**src/rtl/snpi_pkg.sv**
```systemverilog
// Shared types and constants for the snapshot interpolator.
// Holds position struct, result modes, sequencer states and reset values.
// No dependencies.
`timescale 1ns / 1ps
`default_nettype none
package snpi_pkg;

    localparam int SNAP_DEPTH_DEF = 16;
    localparam int POS_W          = 32;
    localparam int TIME_W         = 32;
    localparam int DELAY_W        = 16;
    localparam int KEPT_W         = 5;
    localparam int MODE_W         = 2;
    localparam int APB_AW         = 3;
    localparam int APB_DW         = 32;

    localparam logic [DELAY_W-1:0] DELAY_RESET = 16'd100;

    localparam logic REQ_PUSH  = 1'b0;
    localparam logic REQ_QUERY = 1'b1;

    // register index, taken from paddr[2]
    localparam logic REG_DELAY = 1'b0;

    typedef enum logic [MODE_W-1:0] {
        MODE_EMPTY  = 2'd0,
        MODE_PAST   = 2'd1,
        MODE_INTERP = 2'd2,
        MODE_FUTURE = 2'd3
    } t_mode;

    typedef struct packed {
        logic signed [POS_W-1:0] x;
        logic signed [POS_W-1:0] y;
        logic signed [POS_W-1:0] z;
    } t_pos;

    typedef enum logic [3:0] {
        ST_IDLE,
        ST_T_ADDR,
        ST_T_CHECK,
        ST_P_ADDR,
        ST_P_LOAD,
        ST_PP_ADDR,
        ST_PP_LOAD,
        ST_FP_ADDR,
        ST_FP_LOAD,
        ST_DIV_WAIT,
        ST_BLEND,
        ST_BL_WAIT,
        ST_DONE
    } t_state;

endpackage
`default_nettype wire

```
**src/rtl/snpi_div.sv**
```systemverilog
// Restoring fractional divider: quot = floor(num * 2^32 / den), one bit a cycle.
// Gives zero when den is zero or num is not below den. Depends on snpi_pkg.
`timescale 1ns / 1ps
`default_nettype none
module snpi_div (
    input  wire logic                        i_clk,
    input  wire logic                        i_rst_n,
    input  wire logic                        i_start,
    input  wire logic [snpi_pkg::TIME_W-1:0] i_num,
    input  wire logic [snpi_pkg::TIME_W-1:0] i_den,
    output logic                             o_busy,
    output logic [snpi_pkg::TIME_W-1:0]      o_quot
);
    import snpi_pkg::*;

    localparam int QW    = TIME_W;
    localparam int CNT_W = $clog2(QW + 1);

    logic             r_busy;
    logic [CNT_W-1:0] r_cnt;
    logic [QW-1:0]    r_rem;
    logic [QW-1:0]    r_den;
    logic [QW-1:0]    r_quot;
    logic             r_zero;

    logic [QW:0]      w_shift;
    logic [QW:0]      w_diff;
    logic             w_ge;

    always_comb begin
        w_shift = {r_rem, 1'b0};
        w_diff  = w_shift - {1'b0, r_den};
        w_ge    = w_shift >= {1'b0, r_den};
    end

    always_ff @(posedge i_clk) begin
        if (!i_rst_n) begin
            r_busy <= 1'b0;
            r_cnt  <= '0;
        end else if (i_start) begin
            r_busy <= 1'b1;
            r_cnt  <= CNT_W'(QW);
        end else if (r_busy) begin
            r_cnt  <= r_cnt - CNT_W'(1);
            r_busy <= r_cnt != CNT_W'(1);
        end
    end

    always_ff @(posedge i_clk) begin
        if (i_start) begin
            r_rem  <= i_num;
            r_den  <= i_den;
            r_zero <= (i_den == '0) || (i_num >= i_den);
        end else if (r_busy) begin
            r_rem  <= w_ge ? w_diff[QW-1:0] : w_shift[QW-1:0];
            r_quot <= {r_quot[QW-2:0], w_ge};
        end
    end

    assign o_busy = r_busy;
    assign o_quot = r_zero ? '0 : r_quot;

endmodule
`default_nettype wire

```
**config.mk**
```make
export PLATFORM = sky130hd
export DESIGN_NAME = snpi_div
export DESIGN_NICKNAME = d
export VERILOG_FILES = /design/src/rtl/snpi_pkg.sv /design/src/rtl/snpi_div.sv
export SDC_FILE = /design/constraint.sdc
export NUM_CORES = 1
export LEC_CHECK = 0
export ABC_AREA = 0
export BUFFER_PORTS_ARGS = -buffer_cell sky130_fd_sc_hd__clkbuf_2
export CORE_MARGIN = 2
export CORE_UTILIZATION = 51
export CTS_CLUSTER_SIZE = 12
export DETAILED_ROUTE_END_ITERATION = 10
export PLACE_DENSITY = 0.82
export SLEW_MARGIN = 20
export SYNTH_ARGS = -nofsm -noshare
export SYNTH_HDL_FRONTEND = slang
export SYNTH_SLANG_ARGS = --single-unit
```
**constraint.sdc**
```tcl
create_clock -name i_clk -period 3.4 [get_ports i_clk]
set_input_delay 0.34 -clock i_clk [delete_from_list [all_inputs] [get_ports i_clk]]
set_output_delay 0.34 -clock i_clk [all_outputs]
set_load 0.005 [all_outputs]
```
# Word-level counts from Yosys, hierarchy flattened
# Cells that the tools add are included.
# word_totals
inputBits	67
romBits	0
wordCells	27
reg_bits	104
ramBits	0
latch_bits	0
output_inout_bits	33
mem_count	0
# op_classes
eq_ne	1
div_mod_pow	0
muxes	8
magnitude_cmp	2
n_reduce_logical	5
bitwise	2
n_shift	0
add_sub_neg	2
mul	0
# ops
operator	n
$mux 32	4
$ge 33x32->1	1
$ge 32x32->1	1
$logic_not 32->1	1
$sub 32x32->32	1
$mux 6	2
$ne 6x1->1 const B	1
$sub 6x1->6 const B	1
$mux 1	2
$not 1->1	2
$reduce_and 2->1	1
$reduce_bool 2->1	1
$reduce_or 2->1	1
$logic_or 1x1->1	1

# Longest topological paths before layout
# logic_depth
word_depth	4
depth_mapped	15
depth_no_buf	12

# Worst setup path after synthesis
# Ideal clock, no wire load.
# synth_path
path_kind	flip-flop to flip-flop
startpoint	register r_rem[6]
endpoint	register r_rem[12], data pin
path_stages_with_launch	13
setup_ns	0.260
path_slack_ns	0.385
t_required_ns	3.140
period_less_slack_ns	3.015
path_buffers	1
arrival_ns	2.755
cell_sequence	edfxtp_1 > ha_1 > and3_1 > nand4_1 > a21oi_2 > o32ai_4 > o311a_4 > nand4b_4 > nand2_4 > inv_4 > buf_6 > mux2_4 > mux2_2
# synth_via
elab_chain_cells	4
elab_cells_between_ends	5
classes_between	add/sub (1); order compare (1); mux (3)
# synth_lines
element	line	text
start: declaration	snpi_div.sv:21	logic [QW-1:0] r_rem;
start signal: assignment	snpi_div.sv:51	r_rem <= i_num;
start signal: assignment	snpi_div.sv:55	r_rem <= w_ge ? w_diff[QW-1:0] : w_shift[QW-1:0];
$sub 32x32->32 / $ge 33x32->1 (equally long branches)	snpi_div.sv:32, snpi_div.sv:33	
$mux 32 (*)	snpi_div.sv:55	
$mux 32 (*)	snpi_div.sv:54	end else if (r_busy) begin
$mux 32 (*)	snpi_div.sv:50	if (i_start) begin
# Every way passes the cells marked *; elsewhere a longest branch is shown, timed or not. The select of a mux whose other input is x is not followed.
# A chain may end at the register's enable or synchronous reset.

# Worst setup path after layout
# layout_path
startpoint	register r_rem[14]
endpoint	register r_rem[10], data pin
# layout_via
elab_chain_cells	4
# layout_lines
element	line	text
$ge 33x32->1	snpi_div.sv:33	w_ge = w_shift >= {1'b0, r_den};
$mux 32	snpi_div.sv:55	
$mux 32	snpi_div.sv:54	
$mux 32	snpi_div.sv:50	
# No other way between the ends. The select of a mux whose other input is x is not followed.

==> metrics.log <==
[metrics] via/cell ratio: 5.555
[metrics] global placement routability congestion: 0.9308
[metrics] critical path data arrival time: 3360 ps
[metrics] number of detailed-routing iterations run before antenna repair: 6
[metrics] number of global-route vias before repair: 5220
[metrics] static leakage: 3.671 nW
[metrics] Crit. Startpoint: r_rem[14]$_DFFE_PP_
[metrics] transition at the pin with the smallest max-transition slack: 954.2 ps
[metrics] Max Clock Skew: 8.196 ps
[metrics] Total Routing Usage GR: 23.03%
[metrics] Num CTS Buffers: 9
[metrics] Starting Density: 52.42%
[metrics] cell area after synthesis: between 6000 and 7000 µm²
[metrics] Die Footprint: ~15000 µm²
[metrics] worst hold-check path type: in2reg
[metrics] dominant cells by area after synthesis: edfxtp_1 42%, ha_1 12%, nor2b_1 4.8%
[metrics] Final Routed Wirelength: ~16000 µm
[metrics] share of flip-flops with an asynchronous set or reset: 0%
[metrics] CP endpoint kind: flip-flop
[metrics] number of endpoints with negative hold slack in the final report: 0
[metrics] clock tree buffer depth: 2
[metrics] total negative setup slack: 0 ps
[metrics] Peak supply drop: 0.3870 mV
[metrics] CP Max Fanout: 26
[metrics] number of synthesized flops with an enable pin: between 90 and 100
[metrics] layout overhead on the synthesized area: 16.84%
[metrics] category of the worst setup path launch point: flip-flop
[metrics] Worst-Skew Late Latency: 360 ps
[metrics] Synth warnings: 0
[metrics] ant diodes: 0
[metrics] Floorplan Core Area: 13300 µm²
[metrics] net total in the final layout: 920
[metrics] via count: roughly 5400
[metrics] unrepaired setup endpoints after global routing: false
[metrics] gate count after technology mapping: between 600 and 700
[metrics] sequential area share after synthesis: between 40% and 50%
[metrics] DRC errors left: 0
[metrics] post-CTS resize count: 0
[metrics] drt first-iter violations: 314
[metrics] top_reg_cell synth: edfxtp_1
[metrics] GRT Residual Overflow: 0
[metrics] post-route clock period utilization: a little over nine tenths
[metrics] Max Clock Freq: 308.1 MHz
[metrics] Worst Path Required: 3510 ps
[metrics] number of H-tree branching levels: 3
[metrics] Final min period: 3245 ps
[metrics] P per Cell Area: between 600 and 700 nW/µm²
[metrics] maximum capacitance violations: 0
[metrics] R2R cell count: 11
[metrics] post-route ant nets: 0
[metrics] classification of the worst setup path: reg2reg
[metrics] cell type with the highest aggregate area in the netlist: edfxtp_1
[metrics] hold buffers post-CTS: 0
[metrics] net count after synthesis: 800
[metrics] Final Max Tran Viols: 0
[metrics] Post-CTS Setup Bufs: 0
[metrics] start of the worst register-to-register path: r_rem[14]$_DFFE_PP_
[metrics] TritonCTS clock tree: yes
[metrics] wire length of the first global-routing pass: 26120 µm
[metrics] Unique masters post-synth: 53
[metrics] number of standard-cell rows in the floorplan: 42
[metrics] Chip Height: 120.9 µm
[metrics] headroom to the max-slew limit: 36.39%
[metrics] Cells on Worst Hold Path: 1
[metrics] critical hold path startpoint: i_den[30]
[metrics] number of buffer cells added on primary ports: 99
[metrics] proportion of layout cells with a drive suffix above 1: 23.39%
[metrics] overall die width: around 120 µm
[metrics] Util after Layout: 61.25%
[metrics] TritonCTS sink count: 104
[metrics] initial antenna violation count: 0
[metrics] run status: finished clean
[metrics] CTS clock-pin slew for the worst setup and hold paths: 70 ps
[metrics] Setup-failing EPs final: 0
[metrics] maximum number of pins on one net before global-route repair: 44
[metrics] average cell area after synthesis: 10.46 µm²
[metrics] count of pins on the block boundary: 100
[metrics] post-DR wirelength/cell: around 17 µm
[metrics] HPWL reported at the end of detailed placement: 12490 µm
[metrics] FF+latch count, synth: 104
[metrics] top-area cell type share of the netlist area: 41.80%
[metrics] root buffer selected by CTS: clkbuf_16
## cells in the final DEF, fill, tap and decap left out, types with 3 or more instances in the layout
cell	netlist	final
clkbuf_2	0	98
edfxtp_1	97	97
inv_1	74	74
ha_1	66	66
a21oi_1	58	58
nor2b_1	53	52
a21o_1	34	34
nand2_1	30	30
buf_4	1	30
nor2_1	26	26
mux2_2	25	25
xnor2_1	23	23
o21ai_0	19	19
nor4_1	17	17
nand4_1	12	12
nand2b_1	10	10
nor3_1	9	9
clkbuf_16	0	9
nand3_1	7	7
dfxtp_1	7	7
o21a_1	6	6
a31oi_1	6	6
o21bai_1	6	6
mux2_4	5	5
xor2_1	5	5
a211oi_1	4	4
and3_1	4	4
o211ai_1	3	3
and2_1	3	3
a21boi_0	3	3
o31ai_1	3	3
and4_1	3	3
and4b_1	3	3
a2111oi_0	3	3
## synth_stat cells, drive strengths merged (2+ instances only)
cell type / count
a2111oi: 3
a211o: 2
a211oi: 4
a21boi: 3
a21o: 34
a21oi: 60
a31oi: 6
and2: 3
and3: 4
and4: 3
and4b: 3
buf: 7
clkbuf: 12
dfxtp: 7
edfxtp: 97
ha: 66
inv: 75
mux2: 30
nand2: 31
nand2b: 10
nand3: 7
nand4: 12
nor2: 26
nor2b: 53
nor3: 9
nor4: 17
nor4b: 2
o211ai: 3
o21a: 6
o21ai: 19
o21bai: 6
o31ai: 3
or2: 2
or3: 2
xnor2: 23
xor2: 5
## area by class of cell
cell class | count | area [µm²]
fillers | 1082 | 5152
multi-input cells | 468 | 3540
flip-flops and latches | 104 | 3053
repair buffers | 128 | 715.7
inverters | 75 | 289.0
clock buffers | 9 | 225.2
well taps | 176 | 220.2
clock inverters | 7 | 100.1
## state kept, by name, indices dropped and copies added (netlist names)
register / count
r_rem: 32
r_quot: 32
o_busy: 1
r_zero: 1
r_den: 32
r_cnt: 6
## cells by family after synthesis
logic type	Yosys count	synth area share (%)
xor gates and xnor gates	28	3.519
muxes	31	5.260
adders and majority gates	67	12.14
DFF	104	43.81
buffers and inverters	94	5.440
AOI/OAI and AO/OA	156	14.76
and+or+nand+nor	186	15.08
## path summary, 6_finish.rpt
kind                         endpoint  slack [ps]
setup / recovery  r_rem[10]$_DFFE_PP_         150
hold / removal    r_den[30]$_DFFE_PP_         190
setup reg to reg  r_rem[10]$_DFFE_PP_         150
hold reg to reg   r_quot[4]$_DFFE_PP_         440
## stage by stage
step / instances / total power [W] / cell area (µm²) / setup WS [ps] / hold slack, ps
final: 967 / 0.005589 / 8143 / 154.8 / 188.1
after global routing: 967 / 0.005951 / 8143 / 13.08 / 183.6
after CTS: 967 / 0.005577 / 8138 / 79.32 / 175.3
after detailed placement: 951 / 0.004443 / 7812 / 104.9 / 426.0
after global placement: 951 / 0.004375 / 7812 / 215.7 / 421.9
after floorplan: 666 / 0.003780 / 6969 / 384.6 / 418.0
## per-layer routing
layer,up-vias,part of all wire [%],GRT usage (%),wire length (µm)
li1,2653,-,-,-
met1,2485,41,28.29,6592
met3,37,6.6,4.558,1068
met4,0,3.9,10.03,627
met5,-,0,0,0
met2,197,49,39.26,7854
## power breakdown
part	switching [W]	internal, W
registers	0.000129	0.00168
logic	0.00142	0.00126
clock network	0.000513	0.000594
total	0.00206	0.00353
## critical path, stage by stage, from the launching register on
cell	delay, ps
edfxtp_1	420
ha_1	450
nand2_1	150
o21ai_0	300
nor2_1	110
or3_1	340
o311a_4	140
nand4b_4	150
nand2_4	90
inv_8	200
mux2_2	360
mux2_2	270
Note: power is estimated with default switching activity, not from simulation.
