$ cat config.mk
export PLATFORM = sky130hd
export DESIGN_NAME = snpi_blend
export DESIGN_NICKNAME = d
export VERILOG_FILES = /design/src/rtl/snpi_pkg.sv /design/src/rtl/snpi_blend.sv
export SDC_FILE = /design/constraint.sdc
export NUM_CORES = 2
export LEC_CHECK = 0
export ABC_AREA = 1
export ABC_CLOCK_PERIOD_IN_PS = 13520
export BUFFER_PORTS_ARGS = -buffer_cell sky130_fd_sc_hd__buf_4
export CORE_UTILIZATION = 60
export CTS_BUF_LIST = sky130_fd_sc_hd__clkbuf_8
export DETAILED_ROUTE_END_ITERATION = 8
export GPL_TIMING_DRIVEN = 0
export PLACE_DENSITY = 0.8
export SLEW_MARGIN = 10
export SYNTH_ARGS = -nofsm -noshare
export SYNTH_HDL_FRONTEND = slang
export SYNTH_SLANG_ARGS = --single-unit
$ cat constraint.sdc
create_clock -name i_clk -period 13.52 [get_ports i_clk]
set_input_delay 1.352 -clock i_clk [delete_from_list [all_inputs] [get_ports i_clk]]
set_output_delay 1.352 -clock i_clk [all_outputs]
set_load 0.02 [all_outputs]
$ cat src/rtl/snpi_pkg.sv
// Shared types and constants for the snapshot interpolator.
// Holds position struct, result modes, sequencer states and reset values.
// No dependencies.
`timescale 1ns / 1ps
`default_nettype none
package snpi_pkg;

    localparam int SNAP_DEPTH_DEF = 16;
    localparam int POS_W          = 32;
    localparam int TIME_W         = 32;
    localparam int DELAY_W        = 16;
    localparam int KEPT_W         = 5;
    localparam int MODE_W         = 2;
    localparam int APB_AW         = 3;
    localparam int APB_DW         = 32;

    localparam logic [DELAY_W-1:0] DELAY_RESET = 16'd100;

    localparam logic REQ_PUSH  = 1'b0;
    localparam logic REQ_QUERY = 1'b1;

    // register index, taken from paddr[2]
    localparam logic REG_DELAY = 1'b0;

    typedef enum logic [MODE_W-1:0] {
        MODE_EMPTY  = 2'd0,
        MODE_PAST   = 2'd1,
        MODE_INTERP = 2'd2,
        MODE_FUTURE = 2'd3
    } t_mode;

    typedef struct packed {
        logic signed [POS_W-1:0] x;
        logic signed [POS_W-1:0] y;
        logic signed [POS_W-1:0] z;
    } t_pos;

    typedef enum logic [3:0] {
        ST_IDLE,
        ST_T_ADDR,
        ST_T_CHECK,
        ST_P_ADDR,
        ST_P_LOAD,
        ST_PP_ADDR,
        ST_PP_LOAD,
        ST_FP_ADDR,
        ST_FP_LOAD,
        ST_DIV_WAIT,
        ST_BLEND,
        ST_BL_WAIT,
        ST_DONE
    } t_state;

endpackage
`default_nettype wire

$ cat src/rtl/snpi_blend.sv
// Three-axis blend past + trunc((fut - past) * alpha / 2^32) on one shared
// 32x32 multiplier; each axis registers the product, then the sum. Depends on snpi_pkg.
`timescale 1ns / 1ps
`default_nettype none
module snpi_blend (
    input  wire logic                        i_clk,
    input  wire logic                        i_rst_n,
    input  wire logic                        i_start,
    input  wire logic [snpi_pkg::TIME_W-1:0] i_alpha,
    input  wire snpi_pkg::t_pos              i_past,
    input  wire snpi_pkg::t_pos              i_fut,
    output logic                             o_busy,
    output snpi_pkg::t_pos                   o_res
);
    import snpi_pkg::*;

    localparam logic [1:0] AXIS_X = 2'd0;
    localparam logic [1:0] AXIS_Y = 2'd1;
    localparam logic [1:0] AXIS_Z = 2'd2;

    logic                 r_busy;
    logic [1:0]           r_axis;
    logic                 r_phase;
    logic [2*POS_W-1:0]   r_prod;
    logic                 r_neg;
    t_pos                 r_res;

    logic [POS_W-1:0]     w_p;
    logic [POS_W-1:0]     w_f;
    logic [POS_W:0]       w_diff;
    logic [POS_W-1:0]     w_mag;
    logic [2*POS_W-1:0]   w_prod;
    logic [POS_W-1:0]     w_sum;

    always_comb begin
        case (r_axis)
            AXIS_X: begin
                w_p = i_past.x;
                w_f = i_fut.x;
            end
            AXIS_Y: begin
                w_p = i_past.y;
                w_f = i_fut.y;
            end
            default: begin
                w_p = i_past.z;
                w_f = i_fut.z;
            end
        endcase
        w_diff = {w_f[POS_W-1], w_f} - {w_p[POS_W-1], w_p};
        w_mag  = w_diff[POS_W] ? POS_W'((POS_W+1)'(0) - w_diff) : w_diff[POS_W-1:0];
        w_prod = {{POS_W{1'b0}}, w_mag} * {{POS_W{1'b0}}, i_alpha};
        w_sum  = r_neg ? (w_p - r_prod[2*POS_W-1:POS_W])
                       : (w_p + r_prod[2*POS_W-1:POS_W]);
    end

    always_ff @(posedge i_clk) begin
        if (!i_rst_n) begin
            r_busy  <= 1'b0;
            r_axis  <= AXIS_X;
            r_phase <= 1'b0;
        end else if (i_start) begin
            r_busy  <= 1'b1;
            r_axis  <= AXIS_X;
            r_phase <= 1'b0;
        end else if (r_busy) begin
            r_phase <= !r_phase;
            if (r_phase) begin
                r_axis <= r_axis + 2'd1;
                if (r_axis == AXIS_Z) begin
                    r_busy <= 1'b0;
                end
            end
        end
    end

    always_ff @(posedge i_clk) begin
        if (r_busy && !r_phase) begin
            r_prod <= w_prod;
            r_neg  <= w_diff[POS_W];
        end
        if (r_busy && r_phase) begin
            case (r_axis)
                AXIS_X:  r_res.x <= w_sum;
                AXIS_Y:  r_res.y <= w_sum;
                default: r_res.z <= w_sum;
            endcase
        end
    end

    assign o_busy = r_busy;
    assign o_res  = r_res;

endmodule
`default_nettype wire

# Word level (Yosys, flattened, before mapping)

Index checks and enable logic that the tools add are counted.

Register bits: 165
Input bits: 227
Logic and storage cells: 36

Equality and inequality tests: 2
Reduce and logical (&&, ||, !) cells: 10
Bitwise operators: 2
Multipliers: 1
$add $sub $neg: 5
Muxes and demuxes: 8

Operator list:

| cell                                                                | number |
|---|---|
| 32-bit case mux with 2 select lines                                 | 2 |
| 32-bit by 32-bit multiplier with 64-bit output                      | 1 |
| 32-bit two-way mux                                                  | 2 |
| 32-bit by 32-bit subtractor with 33-bit output                      | 1 |
| 32-bit adder                                                        | 1 |
| 1-bit by 32-bit subtractor with 32-bit output, first input constant | 1 |
| 32-bit subtractor                                                   | 1 |
| 2-bit AND reduction                                                 | 4 |
| 1-bit two-way mux                                                   | 4 |
| 2-bit OR reduction                                                  | 2 |
| 2-bit by 1-bit adder with 2-bit output, second input constant       | 1 |
| 2-bit by 1-bit == test with 1-bit output, second input constant     | 1 |
| 2-bit == test, second input constant                                | 1 |
| 1-bit logical AND                                                   | 2 |
| 2-bit zero test                                                     | 1 |
| 1-bit inverter                                                      | 2 |
| 1-bit zero test                                                     | 1 |

# Logic depth before layout (Yosys ltp)

Depth in word-level cells: 6
Gate-level depth with buffers: 60

# Least setup slack after synthesis

Ideal clock, no wire load.

Path kind: flip-flop to flip-flop
Start point: register r_axis[0]
End point: register r_prod[52] (data pin)
Cell stages (with the launch flop): 56
Path slack: 3.239 ns
Period minus slack after synthesis: 10.281 ns
Arrival: 10.020 ns
Cells stage by stage: dfxtp_1 -> inv_1 -> ha_1 -> nor2_4 -> buf_6 -> clkbuf_1 -> clkbuf_1 -> a21oi_1 -> inv_1 -> ha_1 -> inv_1 -> fa_1 -> nand2_1 -> inv_1 -> o21ai_0 -> nand2_1 -> nand3_1 -> nand2_2 -> (+20 left out) -> inv_1 -> fa_1 -> inv_1 -> fa_1 -> inv_1 -> fa_1 -> inv_1 -> ha_1 -> a21oi_1 -> inv_1 -> a31oi_1 -> inv_1 -> a21oi_1 -> o21ai_0 -> a21oi_1 -> o21ai_0 -> a211oi_1 -> xnor2_1

Longest elaborated chain between the ends: 6
Elaborated cells on any way between the ends: 8
Those cells by class: 2 x add/sub; 1 x mul; 1 x eq/ne; 3 x mux; 1 x reduce/logical

Ends and longest elaborated chain:

| item                                                                        | line             | RTL |
|---|---|---|
| start: declaration                                                          | snpi_blend.sv:22 | `logic [1:0] r_axis;` |
| start signal: assignment                                                    | snpi_blend.sv:69 | `r_axis <= r_axis + 2'd1;` |
| 2-bit by 1-bit == test with 1-bit output or 2-bit zero test (tied branches) | snpi_blend.sv:36 | `case (r_axis)` |
| 32-bit case mux with 2 select lines                                         | snpi_blend.sv:36 |  |
| 32-bit by 32-bit subtractor with 33-bit output (*)                          | snpi_blend.sv:50 | `w_diff = {w_f[POS_W-1], w_f} - {w_p[POS_W-1], w_p};` |
| 1-bit by 32-bit subtractor with 32-bit output                               | snpi_blend.sv:51 | `w_mag = w_diff[POS_W] ? POS_W'((POS_W+1)'(0) - w_diff) : w_diff[POS_W-1:0];` |
| 32-bit two-way mux (*)                                                      | snpi_blend.sv:51 |  |
| 32-bit by 32-bit multiplier with 64-bit output (*)                          | snpi_blend.sv:52 | `w_prod = {{POS_W{1'b0}}, w_mag} * {{POS_W{1'b0}}, i_alpha};` |
| net w_prod[52]                                                              | snpi_blend.sv:32 | `logic [2*POS_W-1:0] w_prod;` |
| end signal: assignment                                                      | snpi_blend.sv:79 | `r_prod <= w_prod;` |
| end: declaration                                                            | snpi_blend.sv:24 | `logic [2*POS_W-1:0] r_prod;` |

Mark *: on every way through the listed nets, which the timed path passes. The rest lies on a longest branch.
A chain may end at the register's enable or synchronous reset.

# Final worst setup path

Start point: register r_axis[0]
End point: register r_prod[60] (data pin)

Same word-level chain as after synthesis.

==> impl_metrics.env <==
export IMPL_status="finished clean"
export IMPL_min_period_over_period_pct=97.9
export IMPL_path_delay_family="adder cells"
export IMPL_die_area_um2=74100
export IMPL_drt_initial_drc_count=4716
export IMPL_cp_slowest_cell="fa_1"
export IMPL_die_x_um=272
export IMPL_maxCapViolations=0
export IMPL_finalHoldViolCount=0
export IMPL_core_area_um2=71900
export IMPL_start_kind="flop"
export IMPL_die_y_um=272
export IMPL_syn_inst=5453
export IMPL_via_count=40100
export IMPL_syn_area_per_cell_um2=8.03
export IMPL_antenna_found_initial=11
export IMPL_rsz0062_at_grt="no"
export IMPL_period_needed_ns=13.23
export IMPL_clock_skew_ns=0.0197
export IMPL_insertion_delay_ns=0.50
export IMPL_htree_levels=4
export IMPL_hp_class="flop to flop"
export IMPL_clockBufferDepth=2
export IMPL_yosys_area_top_type="fa_1"
export IMPL_synth_nets=6897
export IMPL_drive_above_1_share_pct=9.29
export IMPL_cts_root_buf="clkbuf_8"
export IMPL_gp_congestion=1.11
export IMPL_tightest_slew_ns=1.37
export IMPL_ant_nets=0
export IMPL_ys_seq_area_share_pct=9.03
export IMPL_final_common_cell="inv_1"
export IMPL_multiInputGateArea_um2=34300
export IMPL_criticalPathCategory="flop to flop"
export IMPL_viasPerCell=5.93
export IMPL_numCtsBuffers=17
export IMPL_nets=7232
export IMPL_first_pass_iters=8
export IMPL_setup_violations=0
export IMPL_detail_route_wl_per_cell_um=24.8
export IMPL_start_util_pct=60.9
export IMPL_worstPathArrival_ns=13.48
export IMPL_synthDistinctLibCells=61
export IMPL_num_fill_cells=6277
export IMPL_area_growth_pct=9.30
export IMPL_cts_num_sinks=133
export IMPL_grt_pass1_wl_mm=247
export IMPL_end_kind="flop"
export IMPL_grt_max_degree=33
export IMPL_worstPathMaxFanout=10
export IMPL_slew_viol_final=0
export IMPL_seq_area_um2=3950
export IMPL_grtUsageTotal_pct=45.9
export IMPL_final_cell_mix="1221 x inv_1, 992 x nand2_1, 897 x fa_1"
export IMPL_synth_warnings=0
export IMPL_grt_pass1_vias=40100
export IMPL_setup_tns_ns=0
export IMPL_io_pins=324
export IMPL_num_rows=98
export IMPL_dpl_hpwl_mm=145
export IMPL_synth_top_area_share_pct=41.0
export IMPL_drc=0
export IMPL_cp_buffers_inverters=15
export IMPL_fmax_mhz=75.6
export IMPL_ys_ff_latch=133
export IMPL_port_buffers=309
export IMPL_cts_tree="done"
export IMPL_grt_overflow_total=0
export IMPL_synth_area_leaders="fa_1 41%, inv_1 10%, ha_1 9.1%"
export IMPL_max_slew_margin_pct=8.75
export IMPL_cpPeakStageDelay_ns=0.57
export IMPL_required_ns=13.76
export IMPL_cpMostUsedCell="fa_1"
export IMPL_netlist_area_um2=43800
export IMPL_clk_pin_slew_ns=0.10
export IMPL_drt_total_wl_mm=167
-- worst reg2reg max path: cells and delay by family, from the launching register on --
kind	cells	cell delay, ns
buf+inv	15	3.31
flops	1	0.34
compound gates	9	1.82
simple gates	8	2.18
xor+xnor	1	0.20
fa+ha+maj	11	5.15
-- final timing paths --
check	startpoint	slack [ns]	to	cells past startpoint
min	r_axis[0]$_SDFFE_PP0P_	0.51	r_axis[0]$_SDFFE_PP0P_	2
max reg2reg	r_axis[0]$_SDFFE_PP0P_	0.29	r_prod[60]$_DFFE_PP_	44
max	r_axis[0]$_SDFFE_PP0P_	0.29	r_prod[60]$_DFFE_PP_	44
min reg2reg	r_axis[0]$_SDFFE_PP0P_	0.51	r_axis[0]$_SDFFE_PP0P_	2
-- cells in the mapped netlist (all sizes together) --
| library cell | n |
|---|---|
| a311oi | 1 |
| o31ai | 2 |
| a2111oi | 2 |
| o41ai | 2 |
| o22ai | 1 |
| nor4 | 14 |
| edfxtp | 129 |
| clkbuf | 136 |
| o21a | 21 |
| o221ai | 1 |
| a21o | 4 |
| clkinv | 9 |
| dfxtp | 4 |
| nand4 | 24 |
| a22oi | 1 |
| o221a | 1 |
| nand3b | 6 |
| xnor2 | 39 |
| and3 | 3 |
| nand2 | 1019 |
| buf | 72 |
| ha | 320 |
| nand3 | 241 |
| a211oi | 6 |
| or2 | 6 |
| o21ai | 135 |
| nor2 | 716 |
| fa | 897 |
| a21boi | 3 |
| xor2 | 76 |
| nor3 | 37 |
| inv | 1239 |
| a21oi | 235 |
| a31oi | 13 |
| o21bai | 5 |
| a22o | 29 |
| and2 | 1 |
| o2111ai | 1 |
| a221oi | 2 |
-- repair_timing --
item,in CTS,in global routing
setup buffers,0,2
gates resized for setup,1,16
endpoints found under the setup margin,4,32
hold buffers,0,0
gates cloned,0,0
-- per-stage QoR --
stage	cell area (µm²)	utilization, %	setup WS, ns	hold WS, ns	cells
after global routing	47900	66.6	0.0389	0.562	6753
after floorplan	43800	-	3.24	0.462	5453
after CTS	47800	66.5	0.166	0.512	6750
final	47900	66.6	0.286	0.511	6755
after global placement	47300	65.8	-0.0611	0.478	6712
after detailed placement	47400	66.0	-0.130	0.498	6718
-- layer usage --
layer  part of all wire [%]  global-route usage, %  up-vias
li1                       -                      -    17000
met1                     36                   60.5    19700
met4                    7.2                   26.7       10
met5                  0.038                      0        -
met2                     42                   67.1     2799
met3                     14                   14.3      587
-- flip-flops by register name, summed over array words and instances (netlist names) --
signal,flops
r_prod,32
r_phase,1
r_neg,1
o_res,96
o_busy,1
r_axis,2
-- cell type report --
cell class                 count  share of cell area [%]
sequential                   133                    8.26
timing repair buffer         317                    5.09
multi-input combinational   3864                    71.6
inverter                    1248                    9.81
clock inverter                15                   0.319
antenna                        4                  0.0209
buffer                       207                    1.95
clock buffer                  17                   0.489
tap                          950                    2.48
-- cell families (layout without fill, tap and decap cells) --
| group | Yosys count | in the layout | share of synthesized area (%) |
|---|---|---|---|
| simple gates | 2067 | 2067 | 19.5 |
| buf+inv | 1456 | 1804 | 12.8 |
| fa+ha+maj | 1217 | 1217 | 50.2 |
| compound gates | 465 | 465 | 6.03 |
| flops | 133 | 133 | 9.03 |
| xor+xnor | 115 | 115 | 2.48 |
| other cells | 0 | 4 | 0 |
Power is left out: the tool's default activity adds up to more than one toggle a clock period on the data nets, which glitch-free logic cannot reach.
